$ cat src/design/sv39pw_pkg.sv
// Shared types and constants for the Sv39 read-probe page walker.
`default_nettype none
package sv39pw_pkg;

    localparam int unsigned LEVELS      = 3;
    localparam int unsigned LVL_W       = 2;
    localparam int unsigned IDX_BITS    = 9;
    localparam int unsigned HELD_W      = LEVELS * IDX_BITS;
    localparam int unsigned PAGE_W      = 54;
    localparam int unsigned ROOT_W      = 44;
    localparam int unsigned XLEN        = 64;
    localparam int unsigned PAGE_SHIFT  = 12;
    localparam int unsigned CANON_SHIFT = 38;
    localparam int unsigned PPN_SHIFT   = 10;
    localparam int unsigned CFG_IDX_W   = 1;

    localparam logic [LVL_W-1:0] LAST_LEVEL = LVL_W'(LEVELS - 1);

    localparam int unsigned PTE_V = 0;
    localparam int unsigned PTE_R = 1;
    localparam int unsigned PTE_W = 2;
    localparam int unsigned PTE_X = 3;

    localparam logic CMD_PROBE = 1'b0;
    localparam logic CMD_RESP  = 1'b1;

    localparam logic [CFG_IDX_W-1:0] CFG_ROOT   = 1'b0;
    localparam logic [CFG_IDX_W-1:0] CFG_OFFSET = 1'b1;

    typedef struct packed {
        logic [ROOT_W-1:0] root_page;
        logic [XLEN-1:0]   map_offset;
    } t_cfg;

    typedef struct packed {
        logic            has_result;
        logic            is_request;
        logic [XLEN-1:0] read_address;
        logic            readable;
    } t_walk_res;

endpackage
`default_nettype wire

$ cat src/design/sv39_page_walk_read_probe_top.sv
// Top level of the Sv39 read-probe page walker with input and result registers.
// Each item is captured in the input register; the walk step (canonical check, entry
// decode, one three-term address add) runs on it once the result register is free, and
// the result lands in the result register, so one item per clock is sustained while the
// result side keeps up. A result is presented once it has passed the input and result
// registers and can transfer at the next clock edge at the earliest. A probe (tuser = 0)
// either yields an immediate not-readable answer or a read request for the root entry; a
// memory response (tuser = 1) yields the next request or the final answer, and is dropped
// without a result when no walk is in progress. A new probe during a walk restarts it.
// Configuration writes are taken at any time but are meant to be issued while the block is
// idle.
`default_nettype none
module sv39_page_walk_read_probe_top (
    input  wire logic                             i_clk,
    input  wire logic                             i_rst_n,
    input  wire logic                             i_s_axis_tvalid,
    output logic                                  o_s_axis_tready,
    input  wire logic [127:0]                     i_s_axis_tdata,  // virtual_address, table_entry
    input  wire logic                             i_s_axis_tuser,  // cmd
    output logic                                  o_m_axis_tvalid,
    input  wire logic                             i_m_axis_tready,
    output logic [71:0]                           o_m_axis_tdata,  // read_address, readable, pad
    output logic                                  o_m_axis_tuser,  // is_request
    input  wire logic                             i_cfg_valid,
    output logic                                  o_cfg_ready,
    input  wire logic [sv39pw_pkg::CFG_IDX_W-1:0] i_cfg_index,
    input  wire logic [sv39pw_pkg::XLEN-1:0]      i_cfg_data
);
    import sv39pw_pkg::*;

    t_cfg      cfg;
    t_walk_res res;

    logic            r_in_valid;
    logic            r_in_cmd;
    logic [XLEN-1:0] r_in_va;
    logic [XLEN-1:0] r_in_pte;

    logic            r_out_valid;
    logic            r_out_req;
    logic [XLEN-1:0] r_out_addr;
    logic            r_out_rd;

    logic out_free;
    logic advance;
    logic in_xfer;

    assign o_cfg_ready = 1'b1;

    sv39pw_cfg u_cfg (
        .i_clk      (i_clk),
        .i_rst_n    (i_rst_n),
        .i_wr_en    (i_cfg_valid && o_cfg_ready),
        .i_wr_index (i_cfg_index),
        .i_wr_data  (i_cfg_data),
        .o_cfg      (cfg)
    );

    assign out_free        = !r_out_valid || i_m_axis_tready;
    assign advance         = r_in_valid && out_free;
    assign o_s_axis_tready = !r_in_valid || out_free;
    assign in_xfer         = i_s_axis_tvalid && o_s_axis_tready;

    always_ff @(posedge i_clk) begin
        if (!i_rst_n) begin
            r_in_valid <= 1'b0;
        end else if (in_xfer) begin
            r_in_valid <= 1'b1;
        end else if (advance) begin
            r_in_valid <= 1'b0;
        end
    end

    always_ff @(posedge i_clk) begin
        if (in_xfer) begin
            r_in_cmd <= i_s_axis_tuser;
            r_in_va  <= i_s_axis_tdata[XLEN-1:0];
            r_in_pte <= i_s_axis_tdata[2*XLEN-1:XLEN];
        end
    end

    sv39pw_walk u_walk (
        .i_clk   (i_clk),
        .i_rst_n (i_rst_n),
        .i_fire  (advance),
        .i_cmd   (r_in_cmd),
        .i_va    (r_in_va),
        .i_pte   (r_in_pte),
        .i_cfg   (cfg),
        .o_res   (res)
    );

    always_ff @(posedge i_clk) begin
        if (!i_rst_n) begin
            r_out_valid <= 1'b0;
        end else if (out_free) begin
            r_out_valid <= advance && res.has_result;
        end
    end

    always_ff @(posedge i_clk) begin
        if (advance && res.has_result) begin
            r_out_req  <= res.is_request;
            r_out_addr <= res.read_address;
            r_out_rd   <= res.readable;
        end
    end

    assign o_m_axis_tvalid = r_out_valid;
    assign o_m_axis_tuser  = r_out_req;
    assign o_m_axis_tdata  = {7'b0, r_out_rd, r_out_addr};

endmodule
`default_nettype wire

$ cat src/design/sv39pw_cfg.sv
// Configuration registers: root table page number and direct-map offset.
`default_nettype none
module sv39pw_cfg (
    input  wire logic                             i_clk,
    input  wire logic                             i_rst_n,
    input  wire logic                             i_wr_en,
    input  wire logic [sv39pw_pkg::CFG_IDX_W-1:0] i_wr_index,
    input  wire logic [sv39pw_pkg::XLEN-1:0]      i_wr_data,
    output sv39pw_pkg::t_cfg                      o_cfg
);
    import sv39pw_pkg::*;

    logic [ROOT_W-1:0] r_root;
    logic [XLEN-1:0]   r_offset;

    always_ff @(posedge i_clk) begin
        if (!i_rst_n) begin
            r_root   <= '0;
            r_offset <= '0;
        end else if (i_wr_en) begin
            case (i_wr_index)
                CFG_ROOT:   r_root   <= i_wr_data[ROOT_W-1:0];
                CFG_OFFSET: r_offset <= i_wr_data;
                default:    ;
            endcase
        end
    end

    assign o_cfg.root_page  = r_root;
    assign o_cfg.map_offset = r_offset;

endmodule
`default_nettype wire

$ cat src/design/sv39pw_walk.sv
// Walk state and single-step decision logic for one probe or table entry.
`default_nettype none
module sv39pw_walk (
    input  wire logic                        i_clk,
    input  wire logic                        i_rst_n,
    input  wire logic                        i_fire,
    input  wire logic                        i_cmd,
    input  wire logic [sv39pw_pkg::XLEN-1:0] i_va,
    input  wire logic [sv39pw_pkg::XLEN-1:0] i_pte,
    input  wire sv39pw_pkg::t_cfg            i_cfg,
    output sv39pw_pkg::t_walk_res            o_res
);
    import sv39pw_pkg::*;

    logic              r_active;
    logic [LVL_W-1:0]  r_level;
    logic [HELD_W-1:0] r_held;
    logic [PAGE_W-1:0] r_page;

    logic              n_active;
    logic [LVL_W-1:0]  n_level;
    logic [HELD_W-1:0] n_held;
    logic [PAGE_W-1:0] n_page;

    logic                canonical;
    logic                request;
    logic                final_ans;
    logic                readable;
    logic [IDX_BITS-1:0] idx;
    logic [XLEN-1:0]     addr;

    assign canonical = (&i_va[XLEN-1:CANON_SHIFT]) || !(|i_va[XLEN-1:CANON_SHIFT]);

    always_comb begin
        n_active  = r_active;
        n_level   = r_level;
        n_held    = r_held;
        n_page    = r_page;
        request   = 1'b0;
        final_ans = 1'b0;
        readable  = 1'b0;
        if (i_cmd == CMD_PROBE) begin
            if (!canonical || i_cfg.map_offset == '0) begin
                final_ans = 1'b1;
                n_active  = 1'b0;
            end else begin
                request  = 1'b1;
                n_active = 1'b1;
                n_level  = '0;
                n_held   = i_va[PAGE_SHIFT+HELD_W-1:PAGE_SHIFT];
                n_page   = PAGE_W'(i_cfg.root_page);
            end
        end else if (r_active) begin
            if (!i_pte[PTE_V]) begin
                final_ans = 1'b1;
                n_active  = 1'b0;
            end else if (i_pte[PTE_R] || i_pte[PTE_W] || i_pte[PTE_X]) begin
                final_ans = 1'b1;
                readable  = i_pte[PTE_R];
                n_active  = 1'b0;
            end else if (r_level >= LAST_LEVEL) begin
                final_ans = 1'b1;
                n_active  = 1'b0;
            end else begin
                request = 1'b1;
                n_level = r_level + LVL_W'(1);
                n_page  = i_pte[PPN_SHIFT+PAGE_W-1:PPN_SHIFT];
            end
        end
    end

    always_comb begin
        case (n_level)
            2'd0:    idx = n_held[3*IDX_BITS-1:2*IDX_BITS];
            2'd1:    idx = n_held[2*IDX_BITS-1:IDX_BITS];
            2'd2:    idx = n_held[IDX_BITS-1:0];
            default: idx = n_held[3*IDX_BITS-1:2*IDX_BITS];
        endcase
    end

    assign addr = {n_page[XLEN-PAGE_SHIFT-1:0], {PAGE_SHIFT{1'b0}}}
                + i_cfg.map_offset
                + {{(XLEN-IDX_BITS-3){1'b0}}, idx, 3'b000};

    always_ff @(posedge i_clk) begin
        if (!i_rst_n) begin
            r_active <= 1'b0;
            r_level  <= '0;
            r_held   <= '0;
            r_page   <= '0;
        end else if (i_fire) begin
            r_active <= n_active;
            r_level  <= n_level;
            r_held   <= n_held;
            r_page   <= n_page;
        end
    end

    assign o_res.has_result   = request || final_ans;
    assign o_res.is_request   = request;
    assign o_res.read_address = request ? addr : '0;
    assign o_res.readable     = readable;

endmodule
`default_nettype wire

$ cat config.mk
export PLATFORM = sky130hd
export DESIGN_NAME = sv39_page_walk_read_probe_top
export DESIGN_NICKNAME = d
export VERILOG_FILES = /design/src/design/sv39pw_pkg.sv /design/src/design/sv39_page_walk_read_probe_top.sv /design/src/design/sv39pw_cfg.sv /design/src/design/sv39pw_walk.sv
export SDC_FILE = /design/constraint.sdc
export NUM_CORES = 1
export LEC_CHECK = 0
export ABC_CLOCK_PERIOD_IN_PS = 9000
export BUFFER_PORTS_ARGS = -buffer_cell sky130_fd_sc_hd__buf_2
export CAP_MARGIN = 20
export CORE_MARGIN = 10
export CORE_UTILIZATION = 57
export DETAILED_ROUTE_END_ITERATION = 16
export GPL_ROUTABILITY_DRIVEN = 0
export PLACE_DENSITY = 0.8
export SYNTH_ARGS = -nofsm -noshare
export SYNTH_HDL_FRONTEND = slang
export SYNTH_SLANG_ARGS = --single-unit
$ cat constraint.sdc
create_clock -name i_clk -period 9 [get_ports i_clk]
set_clock_uncertainty 0.15 [all_clocks]
set_input_delay 0.9 -clock i_clk [delete_from_list [all_inputs] [get_ports i_clk]]
set_output_delay 0.9 -clock i_clk [all_outputs]
set_load 0.02 [all_outputs]
# ---- Yosys cells after proc, flatten, opt, wreduce, memory -nomap -nowiden
# Cells that the tools add are included.
dict set report word_totals {
  regBits 385
  in_bits 199
  out_inout_bits 76
  word_cells 71
}
dict set report classes {
  addsub 3
  magnitude_cmp 1
  eq_ne 2
  n_mux 29
  n_bitwise 1
  reduce_logical 21
}
# operator n
set op_table {}
lappend op_table {{$mux W52} 6}
lappend op_table {{$add A64 B12 Y64} 1}
lappend op_table {{$add A64 B64 Y64} 1}
lappend op_table {{$logic_not A64 Y1} 1}
lappend op_table {{$mux W27} 2}
lappend op_table {{$reduce_and A26 Y1} 1}
lappend op_table {{$reduce_or A26 Y1} 1}
lappend op_table {{$pmux W9 S2} 1}
lappend op_table {{$mux W1} 14}
lappend op_table {{$mux W2} 6}
lappend op_table {{$logic_or A1 B1 Y1} 7}
lappend op_table {{$logic_not A1 Y1} 4}
lappend op_table {{$reduce_and A2 Y1} 2}
lappend op_table {{$reduce_and A4 Y1} 1}
lappend op_table {{$logic_and A1 B1 Y1} 3}
lappend op_table {{$add A2 B1 Y2 const B} 1}
lappend op_table {{$eq A2 B1 Y1 const B} 1}
lappend op_table {{$eq A2 B2 Y1 const B} 1}
lappend op_table {{$ge A2 B2 Y1 const B} 1}
lappend op_table {{$reduce_bool A2 Y1} 1}
lappend op_table {{$not A1 Y1} 1}

# ---- Logic depth before layout (Yosys ltp)
dict set report logic_depth {
  depth_word 10
  depth_mapped 28
  ltp_nobuf 24
}

# ---- Cells and area by module
# A second synthesis with hierarchy kept.
dict set report hier_totals {
  cells_unflattened 1854
  area_unflattened_um2 18898.1
}
# mod n_inst cells_per_inst area_per_inst_um2 seq_area_each_um2
set by_module_without_submodules {}
lappend by_module_without_submodules {sv39pw_walk 1 1210 8687.1 1621.6}
lappend by_module_without_submodules {sv39_page_walk_read_probe_top 1 219 6043.3 5895.7}
lappend by_module_without_submodules {sv39pw_cfg 1 425 4167.7 2162.1}

# ---- Worst setup path after synthesis
# No wires, ideal clock.
dict set report synth_timing {
  path_kind {in2reg}
  start {in i_m_axis_tready}
  end {reg r_in_cmd, enable pin}
  setup_ps 612
  arrival_time_ps 6242
  required_time_ps 8238
  path_slack_ps 1996
  stages 2
  path_buffers 0
  path_cell_list {nor2b_1 -> a21oi_1}
}
dict set report synth_between {
  elab_chain_cells 3
}
# item line
set synth_rtl {}
lappend synth_rtl {{from (decl)} sv39_page_walk_read_probe_top.sv:21} ;# input wire logic i_m_axis_tready,
lappend synth_rtl {{$logic_or A1 B1 Y1} sv39_page_walk_read_probe_top.sv:59} ;# assign out_free = !r_out_valid || i_m_axis_tready;
lappend synth_rtl {{$logic_or A1 B1 Y1} sv39_page_walk_read_probe_top.sv:61} ;# assign o_s_axis_tready = !r_in_valid || out_free;
lappend synth_rtl {{$logic_and A1 B1 Y1} sv39_page_walk_read_probe_top.sv:62} ;# assign in_xfer = i_s_axis_tvalid && o_s_axis_tready;
lappend synth_rtl {{via in_xfer} sv39_page_walk_read_probe_top.sv:46} ;# logic in_xfer;
lappend synth_rtl {{to (signal assigned)} sv39_page_walk_read_probe_top.sv:76} ;# r_in_cmd <= i_s_axis_tuser;
lappend synth_rtl {{to (decl)} sv39_page_walk_read_probe_top.sv:35} ;# logic r_in_cmd;
# The timed path passes the listed nets, and every way through them passes these cells.
# A chain may end at the register's enable or synchronous reset.

# ---- Final worst setup path
dict set report layout_timing {
  start {reg u_cfg.r_offset[16]}
  end {reg r_out_addr[63], data pin}
}
dict set report layout_between {
  elab_chain_cells 7
  elab_cells_between_ends 15
  cone_classes {2 x add/sub; 2 x eq/ne; 9 x mux; 2 x reduce/logical}
}
# item line
set layout_rtl {}
lappend layout_rtl {{from (decl)} sv39pw_cfg.sv:14} ;# logic [XLEN-1:0] r_offset;
lappend layout_rtl {{from (signal assigned)} sv39pw_cfg.sv:23} ;# CFG_OFFSET: r_offset <= i_wr_data;
lappend layout_rtl {{parallel branches: the longest is 7 deep, another holds $add A64 B64 Y64} --}
lappend layout_rtl {{to (signal assigned)} sv39_page_walk_read_probe_top.sv:104} ;# r_out_addr <= res.read_address;
lappend layout_rtl {{to (decl)} sv39_page_walk_read_probe_top.sv:41} ;# logic [XLEN-1:0] r_out_addr;
# Parallel ways; which one is timed is not known.

==> metrics.md <==
| Metric | Value |
|---|---|
| Remaining global-route overflow | 0 |
| # rows | 64 |
| Cts repair resizes | 0 |
| H-tree depth | 2 |
| Worst Path Required | 9.12 ns |
| Clk_lat worst skew | ~0.54 ns |
| Crit path from | u_cfg.r_offset[16] |
| Most common library cell in the layout ignoring fill and taps | nand2_1 |
| Max-cap violations | 0 |
| Min-Delay Path Class | reg2reg |
| CP peak stage delay | approximately 0.59 ns |
| Post-synth cell types | 62 |
| First-pass GRT wire length | 78,500 microns |
| Least-Margin Pin Slew | just over 0.9 ns |
| Maximum fanout along the worst path | 25 |
| DR WL/cell | between 20 and 25 microns |
| Area of the core | around 31,000 sq um |
| Post-DP Area | ~19,000 sq um |
| Arrival @ worst endpoint | around 7.3 ns |
| Overall die height | just under 200 microns |
| DRT Wirelength | between 50,000 and 60,000 microns |
| CTS clk-pin slew, worst paths | roughly 0.070 ns |
| Predominant post-synthesis flop cell | dfxtp_1 |
| Antenna violations before repair | 6 |
| Syn-to-layout area delta | 16.1% |
| Yosys reg bits | 366 |
| CP dominant cell by count | a21oi_1 |
| Die width | just under 200 microns |
| Post-Synthesis Cells | ~1,800 |
| Commonest non-fill, non-tap cells in the layout | nand2_1, buf_2, dfxtp_1 |
| Placed insts | between 2,000 and 2,500 |
| Clk root buf | clkbuf_16 |
| Starting DRT DRC Count | around 1,500 |
| Nets@finish | around 2,300 |
| RSZ-0062 raised after global routing | false |
| CP cell instances | nor4_1, nand4_1, nor4_1, or3_1, buf_4, a31oi_1, ha_1, a221oi_1, a21oi_1, ha_1, nor2b_1, o21a_1, a311o_1, a31oi_1, a21oi_1, buf_4, a22o_1, o31ai_1, o21ai_1, a21oi_1, xor2_1, o22ai_1 |
| Rel. slew slack | between 30% and 40% |
| Vias in the first global route | about 15,000 |
| ANT nets after route | 0 |
| Slowest CP cell | nor4_1 |
| Fmax | approximately 140 MHz |
| Synthesized area | about 18,000 sq um |
| Async set-reset flop share out of synthesis | 0% |
| Post-CTS Repair Setup Buffers | 0 |
| Worst VDD drop | around 0.18 mV |
| GRT Total Usage | 25.4% |
| Fin crit share | between 80% and 90% |
| # DRC | 0 |
| Worst r2r src | u_cfg.r_offset[16] |
| # port buffers | 246 |
| Io pins | ~280 |
| Layout cell share with drive strength beyond 1 | between 10% and 20% |
| EDFF count, synth | around 180 |
| Initial Util | a little under three fifths |
| Hold Path Origin | u_walk.r_held[22] |
| Largest net degree at the start of global routing | 132 |
| Min Clock Period, post-route | 7.22 ns |
| Final cell count without fillers | 2,464 |
| Via density | about 6 |
| Power Dens Cells | ~190 nW/um^2 |
| Crit Path Category | reg2reg |
| P_leak | 8.16 nW |
| Sequential fraction of the synthesis area | 51.8% |
| Die area | ~38,000 sq um |
| Via count | about 15,000 |
| Setup violations, final | 0 |
| Status | complete, no violations |
| Crit end category | flop |
| Syn Area/Cell | approximately 9.5 sq um |
| Final hold violations | 0 |
| TritonRoute pass-1 iters | 8 |
| Post-DP HPWL | about 36,000 microns |
| CTS tree | built |
| CP Launch Type | flop |
| Clk buf depth | 3 |
| Post-cts hold buffer count | 0 |
| Fin. max-slew vios | 0 |
| Clk sinks | roughly 370 |
| Cell area after layout | 20,400 sq um |
| Num CTS Buffers | 38 |
| Setup_tns | 0 ns |
| YS warnings | 0 |
[layer usage]
layer / part of all wire, % / GRT usage [%] / wire [microns] / vias to the layer above
li1: - / - / - / 6920
met1: 41 / 32.3 / 20400 / 7053
met2: 47 / 41.6 / 23600 / 713
met3: 8.8 / 5.48 / 4430 / 131
met4: 3.5 / 9.45 / 1780 / 4
met5: 0.052 / 0 / 26 / -
[power by group]
part	internal, mW	switching (mW)	leakage [nW]
Combinational	0.118	0.194	4.29
Sequential	1.81	0.0405	3.25
Clock	0.975	0.663	0.623
Total	2.90	0.898	8.16
[kinds of logic (layout without fill, tap and decap cells)]
family,after synthesis,in the layout,share of synthesized area [%]
AO/OA/AOI/OAI,468,468,18.7
XOR/XNOR,59,59,2.95
adder cells (fa/ha/maj),65,65,4.68
buffers and inverters,136,355,3.14
flip-flops,366,366,51.8
multiplexers,27,27,1.67
other,2,11,0.0428
AND/OR/NAND/NOR,717,717,17.1
[cell type report]
cell class	count	area (sq um)
Antenna cell	3	7.51
Clock inverter	23	297
Timing Repair Buffer	264	1410
Tap cell	396	495
Multi-Input combinational cell	1344	7980
Fill cell	2353	10200
Sequential cell	366	9080
Inverter	21	78.8
Clock buffer	47	1000
[cells in the mapped netlist (6+ instances only)]
| master | instances | share of area, % |
|---|---|---|
| nor3_1 | 10 | 0.29 |
| xnor2_1 | 32 | 1.6 |
| nand2_1 | 434 | 9.3 |
| a21oi_1 | 89 | 2.5 |
| buf_4 | 9 | 0.39 |
| dfxtp_1 | 191 | 22 |
| o21a_1 | 6 | 0.26 |
| edfxtp_1 | 175 | 30 |
| a22oi_1 | 30 | 1.3 |
| a21boi_1 | 50 | 2.1 |
| o21bai_1 | 16 | 0.68 |
| nand3_1 | 30 | 0.86 |
| a31oi_1 | 14 | 0.50 |
| a221oi_1 | 10 | 0.50 |
| and2_1 | 7 | 0.25 |
| inv_1 | 20 | 0.43 |
| o21ai_1 | 19 | 0.54 |
| nor4_1 | 30 | 1.1 |
| nand2b_1 | 9 | 0.32 |
| xor2_1 | 27 | 1.3 |
| a21o_1 | 28 | 1.2 |
| nor2_1 | 145 | 3.1 |
| o22ai_1 | 23 | 0.82 |
| o211a_1 | 25 | 1.4 |
| mux2_2 | 18 | 1.2 |
| clkbuf_1 | 90 | 1.9 |
| a21boi_0 | 109 | 4.7 |
| o21ai_0 | 21 | 0.60 |
| nor2b_1 | 15 | 0.54 |
| ha_1 | 64 | 4.6 |
| nand4_1 | 27 | 0.96 |
| buf_1 | 11 | 0.24 |
| mux2i_1 | 9 | 0.51 |
[worst max-delay path: cells and delay by family (launching register included)]
| kind | cells | cell delay [ns] |
|---|---|---|
| compound gates | 12 | 3.14 |
| simple gates | 5 | 1.72 |
| fa+ha+maj | 2 | 0.91 |
| buf+inv | 2 | 0.50 |
| flops | 1 | 0.33 |
| xor+xnor | 1 | 0.18 |
[sequential cells by signal, summed over array words and instances, names as in the netlist]
register / cells
o_m_axis_tuser: 1
o_m_axis_tvalid: 1
r_in_cmd: 1
r_in_pte: 56
r_in_va: 52
r_in_valid: 1
r_out_addr: 64
r_out_rd: 1
u_cfg.r_offset: 64
u_cfg.r_root: 44
u_walk.r_active: 1
u_walk.r_held: 27
u_walk.r_level: 2
u_walk.r_page: 51
[final timing paths]
path                            slack, ns                end  cells after the start
worst max register to register       1.78     r_out_addr[63]                     22
worst min register to register       0.30  u_walk.r_held[22]                      2
worst max-delay path                 1.78     r_out_addr[63]                     22
worst min-delay path                 0.30  u_walk.r_held[22]                      2
[stage by stage]
step / hold slack [ns] / utilization [%] / power, mW / setup slack [ns]
CTS: 0.302 / 66.5 / 3.82 / 1.86
global route: 0.323 / 66.7 / 3.93 / 1.36
finish: 0.301 / 66.7 / 3.80 / 1.78
floorplan: 0.283 / - / 2.07 / 2.00
global placement: 0.288 / 62.2 / 2.18 / 2.05
detailed placement: 0.294 / 62.3 / 2.19 / 1.94
Note: power is estimated with default switching activity, not from simulation.
